==> src/sv/trcc_pkg.sv <==
`timescale 1ns / 1ps
package trcc_pkg;

    localparam int POS_W = 4;

    localparam logic [15:0] CRC_POLY = 16'h8408;
    localparam logic [15:0] CRC_INIT = 16'h0000;
    localparam logic [7:0]  DELIM_RESET = 8'h7E;

    typedef enum logic [1:0] {
        ST_NO_TAG   = 2'd0,
        ST_BAD_DELIM = 2'd1,
        ST_CRC_OK   = 2'd2,
        ST_CRC_BAD  = 2'd3
    } t_status;

    typedef logic [POS_W-1:0] t_pos;

endpackage

==> src/sv/trcc_crc_byte.sv <==
`timescale 1ns / 1ps
module trcc_crc_byte
    import trcc_pkg::*;
(
    input  logic [15:0] i_crc,
    input  logic [7:0]  i_byte,
    output logic [15:0] o_crc
);

    // reflected CRC-16, one byte, LSB first
    always_comb begin
        logic [15:0] c;
        c = i_crc ^ {8'h00, i_byte};
        for (int k = 0; k < 8; k++) begin
            if (c[0]) begin
                c = (c >> 1) ^ CRC_POLY;
            end else begin
                c = c >> 1;
            end
        end
        o_crc = c;
    end

endmodule

==> src/sv/transponder_frame_crc_check.sv <==
`timescale 1ns / 1ps
// The result is registered and shows on o_valid in the cycle after the stop-delimiter beat.
// Throughput: one byte per cycle; the byte path stalls only while a result
// is held in the output register and the receiver stalls it.
// The CRC byte update is one unrolled eight-bit step between the frame state
// registers. Reset (synchronous, active low) clears the frame position and
// output valid and sets the delimiter register to 0x7E.
module transponder_frame_crc_check
    import trcc_pkg::*;
#(
    parameter int ID_BYTES = 8
) (
    input  logic        i_clk,
    input  logic        i_rst_n,
    // byte input
    input  logic        i_valid,
    output logic        o_stall,
    input  logic [7:0]  i_rx_byte,
    input  logic        i_frame_first,
    // result output
    output logic        o_valid,
    input  logic        i_stall,
    output logic [1:0]  o_status,
    output logic [63:0] o_tag_id,
    output logic [15:0] o_crc_computed,
    // delimiter register write
    input  logic        i_cfg_valid,
    output logic        o_cfg_ready,
    input  logic [7:0]  i_cfg_data
);

    localparam t_pos POS_LOW  = t_pos'(ID_BYTES + 1);
    localparam t_pos POS_HIGH = t_pos'(ID_BYTES + 2);
    localparam t_pos POS_LAST = t_pos'(ID_BYTES);

    logic [7:0]  r_delim;
    t_pos        r_pos,  n_pos;
    logic [15:0] r_crc,  n_crc;
    logic [63:0] r_id,   n_id;
    logic [7:0]  r_start, n_start;
    logic [7:0]  r_crc_lo, n_crc_lo;
    logic [7:0]  r_crc_hi, n_crc_hi;

    logic        r_out_valid, n_out_valid;
    t_status     r_status, n_status;
    logic [63:0] r_out_id, n_out_id;
    logic [15:0] r_out_crc, n_out_crc;

    logic        in_fire;
    logic        out_take;
    logic        stop_fire;
    t_pos        pos;
    logic [15:0] crc_upd;

    assign o_stall     = r_out_valid & i_stall;
    assign in_fire     = i_valid & ~o_stall;
    assign out_take    = r_out_valid & ~i_stall;
    assign o_cfg_ready = 1'b1;

    assign pos = i_frame_first ? '0 : r_pos;

    trcc_crc_byte u_crc (
        .i_crc  (r_crc),
        .i_byte (i_rx_byte),
        .o_crc  (crc_upd)
    );

    always_comb begin
        n_pos     = r_pos;
        n_crc     = r_crc;
        n_id      = r_id;
        n_start   = r_start;
        n_crc_lo  = r_crc_lo;
        n_crc_hi  = r_crc_hi;
        stop_fire = 1'b0;
        if (in_fire) begin
            if (pos == '0) begin
                n_start = i_rx_byte;
                n_crc   = CRC_INIT;
                n_id    = '0;
                n_pos   = t_pos'(1);
            end else if (pos <= POS_LAST) begin
                for (int k = 0; k < ID_BYTES; k++) begin
                    if (pos == t_pos'(k + 1)) begin
                        n_id[8*k +: 8] = i_rx_byte;
                    end
                end
                n_crc = crc_upd;
                n_pos = pos + t_pos'(1);
            end else if (pos == POS_LOW) begin
                n_crc_lo = i_rx_byte;
                n_pos    = pos + t_pos'(1);
            end else if (pos == POS_HIGH) begin
                n_crc_hi = i_rx_byte;
                n_pos    = pos + t_pos'(1);
            end else begin
                stop_fire = 1'b1;
                n_pos     = '0;
            end
        end
    end

    always_comb begin
        n_out_valid = r_out_valid & ~out_take;
        n_status    = r_status;
        n_out_id    = r_out_id;
        n_out_crc   = r_out_crc;
        if (stop_fire) begin
            n_out_valid = 1'b1;
            n_out_id    = r_id;
            n_out_crc   = r_crc;
            if (r_crc_lo == 8'h00 && r_crc_hi == 8'h00) begin
                n_status = ST_NO_TAG;
            end else if (r_start != r_delim || i_rx_byte != r_delim) begin
                n_status = ST_BAD_DELIM;
            end else if ({r_crc_hi, r_crc_lo} == r_crc) begin
                n_status = ST_CRC_OK;
            end else begin
                n_status = ST_CRC_BAD;
            end
        end
    end

    always_ff @(posedge i_clk) begin
        if (!i_rst_n) begin
            r_delim     <= DELIM_RESET;
            r_pos       <= '0;
            r_crc       <= CRC_INIT;
            r_id        <= '0;
            r_start     <= '0;
            r_crc_lo    <= '0;
            r_crc_hi    <= '0;
            r_out_valid <= 1'b0;
        end else begin
            if (i_cfg_valid && o_cfg_ready) begin
                r_delim <= i_cfg_data;
            end
            r_pos       <= n_pos;
            r_crc       <= n_crc;
            r_id        <= n_id;
            r_start     <= n_start;
            r_crc_lo    <= n_crc_lo;
            r_crc_hi    <= n_crc_hi;
            r_out_valid <= n_out_valid;
        end
    end

    always_ff @(posedge i_clk) begin
        r_status  <= n_status;
        r_out_id  <= n_out_id;
        r_out_crc <= n_out_crc;
    end

    assign o_valid        = r_out_valid;
    assign o_status       = r_status;
    assign o_tag_id       = r_out_id;
    assign o_crc_computed = r_out_crc;

endmodule

==> config.mk <==
export PLATFORM = sky130hd
export DESIGN_NAME = transponder_frame_crc_check
export DESIGN_NICKNAME = d
export VERILOG_FILES = /design/src/sv/trcc_pkg.sv /design/src/sv/trcc_crc_byte.sv /design/src/sv/transponder_frame_crc_check.sv
export SDC_FILE = /design/constraint.sdc
export NUM_CORES = 1
export LEC_CHECK = 0
export BUFFER_PORTS_ARGS = -buffer_cell sky130_fd_sc_hd__buf_2
export CORE_MARGIN = 3
export CORE_UTILIZATION = 50
export DETAILED_ROUTE_END_ITERATION = 10
export PLACE_DENSITY = 0.72
export SKIP_CTS_REPAIR_TIMING = 1
export SYNTH_ARGS = -nofsm -noshare
export SYNTH_HDL_FRONTEND = slang
export SYNTH_SLANG_ARGS = --single-unit
==> constraint.sdc <==
create_clock -name i_clk -period 9.7 [get_ports i_clk]
set_input_delay 0.97 -clock i_clk [delete_from_list [all_inputs] [get_ports i_clk]]
set_output_delay 0.97 -clock i_clk [all_outputs]
set_load 0.005 [all_outputs]
After elaboration in Yosys (flattened, before gate mapping) --
Cells that the tools add are included.
Storage, ports and cells: register bits 199, input port bits 22, output and inout bits 85, logic and storage cells 113
Cells by class: add/subtract/negate cells 1, magnitude comparators 1, equal/unequal tests 13, multiplexer cells 33, bitwise logic cells 19, reduce and logical (&&, ||, !) cells 27
Operator list (count):
- 16-bit 2-to-1 mux | 10
- 64-bit 2-to-1 mux | 2
- 8-bit 2-to-1 mux | 8
- 2-bit NOT with 3-bit output | 8
- 3-bit AND reduction | 8
- 4-bit 2-to-1 mux | 5
- 2-bit nonzero test | 9
- 16-bit equality test | 1
- 4-bit by 3-bit equality test with 1-bit output (second input constant) | 4
- 8-bit zero test | 2
- 8-bit != test | 2
- 16-bit by 8-bit XOR with 16-bit output | 1
- 4-bit equality test (second input constant) | 3
- 4-bit by 2-bit equality test with 1-bit output (second input constant) | 2
- 1-bit 2-to-1 mux | 8
- 1-bit NOT | 6
- 5-bit AND reduction | 1
- 4-bit by 1-bit adder with 4-bit output (second input constant) | 1
- 1-bit AND | 4
- 4-bit by 1-bit equality test with 1-bit output (second input constant) | 1
- 4-bit <= comparator (second input constant) | 1
- 4-bit zero test | 1
- 2-bit AND reduction | 2
- 4-bit AND reduction | 1
- other kinds (3) | 3

Depth between registers and ports, before layout --
depth after elaboration 19, depth in mapped cells 6, mapped depth without buffers 4

Modules after synthesis --
From an unflattened synthesis, not the netlist that was laid out.
Second synthesis, totals: cell total of the unflattened synthesis 645, area total of the unflattened synthesis 7867.5 um2
By module, submodules not included:
- transponder_frame_crc_check | times used 1, cells an instance 620, area each 7487.2 um2, seq. area each 4804.6 um2
- trcc_crc_byte | times used 1, cells an instance 25, area each 380.4 um2, seq. area each 0.0 um2

Worst setup path before layout --
OpenSTA, ideal clock, no wires.
kind input -> register, start in i_stall, end reg r_out_crc[0] (netlist: o_crc_computed[0]), enable pin, library setup time 625 ps, arrival 7171 ps, required time 9075 ps, setup slack 1904 ps, cell stages on the path 4, path buffers 1, path through and2_1 > nand2b_1 > clkbuf_1 > nor3_1
Between the ends: cells in the longest elaborated chain, start to end 4
Ends and longest elaborated chain:
- start: declaration | line transponder_frame_crc_check.sv:22 | input logic i_stall,
- 1-bit AND | line transponder_frame_crc_check.sv:55 | assign o_stall = r_out_valid & i_stall;
- 1-bit NOT | line transponder_frame_crc_check.sv:56 | assign in_fire = i_valid & ~o_stall;
- 1-bit AND | line transponder_frame_crc_check.sv:56
- 1-bit 2-to-1 mux | line transponder_frame_crc_check.sv:76 | if (in_fire) begin
- net stop_fire | line transponder_frame_crc_check.sv:51 | logic stop_fire;
- end signal: assignment | line transponder_frame_crc_check.sv:151 | r_out_crc <= n_out_crc;
- end: declaration | line transponder_frame_crc_check.sv:47 | logic [15:0] r_out_crc, n_out_crc;
The timed path passes the listed nets, and every way through them passes these cells. A chain may end at the register's enable or synchronous reset.

Worst setup path after layout --
start in i_stall, end reg r_out_id[35] (netlist: o_tag_id[35]), enable pin
Between the ends: cells in the longest elaborated chain, start to end 4
Ends and longest elaborated chain:
- 1-bit AND | line transponder_frame_crc_check.sv:55
- 1-bit NOT | line transponder_frame_crc_check.sv:56
- 1-bit AND | line transponder_frame_crc_check.sv:56
- 1-bit 2-to-1 mux | line transponder_frame_crc_check.sv:76
- net stop_fire | line transponder_frame_crc_check.sv:51
- end signal: assignment | line transponder_frame_crc_check.sv:150 | r_out_id <= n_out_id;
- end: declaration | line transponder_frame_crc_check.sv:46 | logic [63:0] r_out_id, n_out_id;
The timed path passes the listed nets, and every way through them passes these cells.

==> flow_results.org <==
** Outcome
- Outcome :: finished, final reports clean

** Place
- Once placement completed, the tool counted placed cells totaling ~850.
- During placement, the flow inserted port buffers numbering 105.
- Routability-driven placement finished with a final weighted congestion of 0.841.
- Prior to clock tree synthesis, the placed netlist has a worst setup slack of around 6.6 ns.
- Detailed placement ended at an HPWL of between 10000 and 15000 µm.

** Job
- Max-cap violation count :: 0

** Cells and area
- At the end of the flow, the number of nets in the layout was 703.
- End-of-flow core utilization :: 0.602
- After filler insertion, the fill cell instance count of the layout stands at between 1000 and 1500.
- Number of antenna cells inserted :: 0
- After the flow finishes, the layout carries non-filler instances totaling 878.
- The area growth from synthesis to layout is 15.8%.
- Layout cell share with drive strength beyond 1 :: 0.232

** Yosys
- For this run, the number of Yosys warnings is 0.
- Of the synthesized area, sequential elements account for 0.624.
- Number of enable-type register cells in the synthesized netlist :: between 80 and 90
- Each instance of the synthesized netlist takes up on average around 13 µm².
- In this run, synthesis produced a sequential element count of between 150 and 200.
- The synthesized netlist occupies a cell area of 7700 µm².
- In the synthesized netlist, the number of instances is 590.
- For this run, asynchronously set or reset flops after synthesis account for 0.
- Synthesis produced a netlist with a net count of between 600 and 700.
- In the synthesized netlist the dominant register cell turns out to be dfxtp_1.
- Number of different library cells in the post-synthesis netlist :: 54

** Die
- X dimension of the die :: 130 µm
- The region available for standard cell placement spans approximately 15000 µm².
- Die height :: approximately 130 µm
- The floorplan has between 40 and 50 rows.
- The die covers 16900 µm².
- Initial Util :: 0.520
- Pin placement for this block handled 107 I/O pins.

** Clock network
- CTS tree :: done
- No sink is reached through more buffers than the 2 on the longest clock path.
- For the worst-skew pair, the clock arrives at the later sink with an insertion delay of between 0.4 and 0.5 ns.
- The clock tree synthesis step divided the H-tree into 4 levels.
- CTS saw between 150 and 200 sinks.
- Number of buffers created by CTS :: 17
- Worst-path clk slew :: about 0.06 ns
- Clock root buffer :: clkbuf_16

** Global routing
- The number of global-route vias before repair is between 4000 and 5000.
- Antenna violations before repair :: 0
- Largest net degree at the start of global routing :: 99
- Summed over all layers, the global routing overflow is 0.
- For this run, the total global-route usage over all layers was measured as 0.187.
- The first global-routing pass estimated between 20000 and 25000 µm of wire.

** Timing
- Final setup fails :: 0
- Of the available clock period, the critical path in the final layout requires 0.280.
- The worst pin sits at a relative slew slack of 0.122.
- Highest clock frequency the design can meet :: ~370 MHz
- Setup repair after global routing left no endpoint under its margin.
- Counting I/O delays and the setup requirement, the final critical path takes around 2.7 ns.
- The final number of max-transition violations was 0.
- Final hold violation count :: 0
- After routing, the total negative slack on setup checks comes to 0 ns.
- Tightest Pin Transition :: 1.31 ns
- Final Skew :: roughly 0.0071 ns
- Setup slack closes at roughly 7 ns.

** Routing
- DRC marker count from the first detailed-route iteration :: 300
- For this block, the routed nets add up to between 15000 and 20000 µm of wire.
- In the routed layout, each cell is associated on average with a via count of between 5 and 6.
- WL per Instance :: approximately 18 µm
- The first detailed-routing pass took 4 iterations.
- Summed over all nets, wire length on met3 after detailed routing comes to ~830 µm.
- Routed signal wires occupy layers up through met4.
- Routed length on met2 :: between 7000 and 8000 µm
- In the routed design, unresolved DRC markers number 0.
- For this block, wires on met1 add up to ~7000 µm.
- Total via count in the routed design :: around 5000
- Antenna viol nets, final :: 0

** Pwr
- Of the total power, the share spent switching nets is 0.212.
- In this run the static leakage power is 3.19 nW.
- For this design the total switching power over the nets is between 0.3 and 0.4 mW.
- Total power divided by cell area :: between 150 and 200 nW/µm²
- The worst-case IR drop observed on VDD is between 0.1 and 0.15 mV.
- Of the total power, the clock network draws 0.420.
- Internal power comes to approximately 1.3 mW.
- Combinational share of power :: 0.056
- Of the total power, registers draw 0.524.
- Total Power :: ~1.7 mW

** Setup path
- CP Launch Type :: input port
- Category of the most critical setup path :: input port to register
- Top fanout value on the critical path :: between 60 and 70
- The worst setup path is captured at a register.
- At the worst endpoint, the required time is between 9 and 10 ns.
- Crit path arrival time :: around 2.8 ns
- Slack of the worst reg-to-reg path :: ~7.1 ns

** Hold path
- Type of the most critical hold path :: register to register
## layer usage
layer	GRT usage	vias to the layer above
met5	0	-
met4	0.0660	0
met3	0.0446	25
met2	0.304	140
met1	0.248	2408
li1	-	2335
## worst max-delay path, stage by stage
cell and delay, ns:
buf_2 0.11, and2_1 0.17, nand2b_1 0.49, nor3_2 0.35, buf_4 0.64
## synth_stat cells, types with 2 or more instances
| cell | number | area share |
|---|---|---|
| a21boi_0 | 18 | 0.018 |
| a21boi_1 | 2 | 0.0019 |
| a21o_1 | 3 | 0.0029 |
| a21oi_1 | 6 | 0.0039 |
| a22o_1 | 8 | 0.0091 |
| a22o_2 | 6 | 0.0078 |
| a32o_1 | 8 | 0.010 |
| and3_1 | 8 | 0.0065 |
| buf_2 | 11 | 0.0071 |
| buf_4 | 6 | 0.0058 |
| buf_6 | 2 | 0.0029 |
| clkbuf_1 | 16 | 0.0078 |
| dfxtp_1 | 117 | 0.30 |
| edfxtp_1 | 82 | 0.32 |
| mux2i_1 | 64 | 0.083 |
| nand2_1 | 8 | 0.0039 |
| nand2b_1 | 2 | 0.0016 |
| nand3_1 | 17 | 0.011 |
| nand4_1 | 5 | 0.0041 |
| nor2_1 | 7 | 0.0034 |
| nor2b_1 | 60 | 0.049 |
| nor3_1 | 16 | 0.010 |
| nor3b_1 | 8 | 0.0078 |
| nor4_1 | 6 | 0.0049 |
| o21a_1 | 2 | 0.0019 |
| o21ai_0 | 20 | 0.013 |
| o21ai_2 | 2 | 0.0023 |
| o21ai_4 | 2 | 0.0042 |
| o22ai_1 | 4 | 0.0032 |
| o2bb2ai_1 | 10 | 0.011 |
| xnor2_1 | 38 | 0.043 |
| xor2_1 | 4 | 0.0045 |
## layout make-up
cell class	count	area, µm²	share of cell area
Sequential cell	199	4800	0.539
Multi-Input combinational cell	353	2710	0.304
Timing Repair Buffer	109	556	0.0623
Clock buffer	22	497	0.0557
Tap cell	184	230	0.0258
Clock inverter	10	116	0.0130
Inverter	1	3.75	0.000421
## logic make-up after synthesis
group	Yosys count	share of synthesized area
DFF	199	0.624
xor gates and xnor gates	42	0.0477
and+or+nand+nor	149	0.120
muxes	64	0.0831
AOI/OAI and AO/OA	97	0.100
buffers and inverters	38	0.0253
other	1	0.000487
## per-stage QoR
stage                     hold WS, ns  instance area [µm²]
final                           0.430                 8920
after global placement          0.414                 8310
after CTS                       0.432                 8920
after global routing            0.438                 8920
after floorplan                 0.402                 7700
after detailed placement        0.416                 8310
## final timing paths
path / startpoint / cells past startpoint / endpoint
setup / recovery: i_stall / 5 / o_tag_id[35]
hold / removal: r_id[46] / 0 / o_tag_id[46]
setup reg to reg: r_pos[2] / 4 / r_id[34]
hold reg to reg: r_id[46] / 0 / o_tag_id[46]
## cells in the final DEF, fill, tap and decap left out, types with 5 or more instances in the layout
master	count
nor3_1	15
nand4_1	5
a32o_1	8
edfxtp_1	82
buf_2	105
nor3b_1	8
a21oi_1	6
a21boi_0	18
nor2_1	7
nor2b_1	60
nand2_1	8
xnor2_1	38
a22o_1	8
a22o_2	6
o2bb2ai_1	10
o21ai_0	20
clkbuf_16	19
mux2i_1	64
nor4_1	6
nand3_1	17
dfxtp_1	117
and3_1	8
## power by group through the flow
stage / logic [mW] / clock network [mW] / registers, mW
2_1_floorplan: 0.0775 / 0 / 0.901
3_3_place_gp: 0.0907 / 0 / 0.906
3_5_place_dp: 0.0939 / 0 / 0.907
4_1_cts: 0.0948 / 0.724 / 0.888
5_1_grt: 0.103 / 0.755 / 0.889
6_report: 0.0948 / 0.712 / 0.888
## flip-flops by register name, summed over array words and instances, names as in the netlist
signal	cells
o_tag_id	64
r_id	64
r_crc_lo	8
r_start	8
o_status	2
r_delim	8
r_pos	4
r_crc_hi	8
o_valid	1
o_crc_computed	16
r_crc	16
No activity file was read; power rests on OpenSTA's default activity.
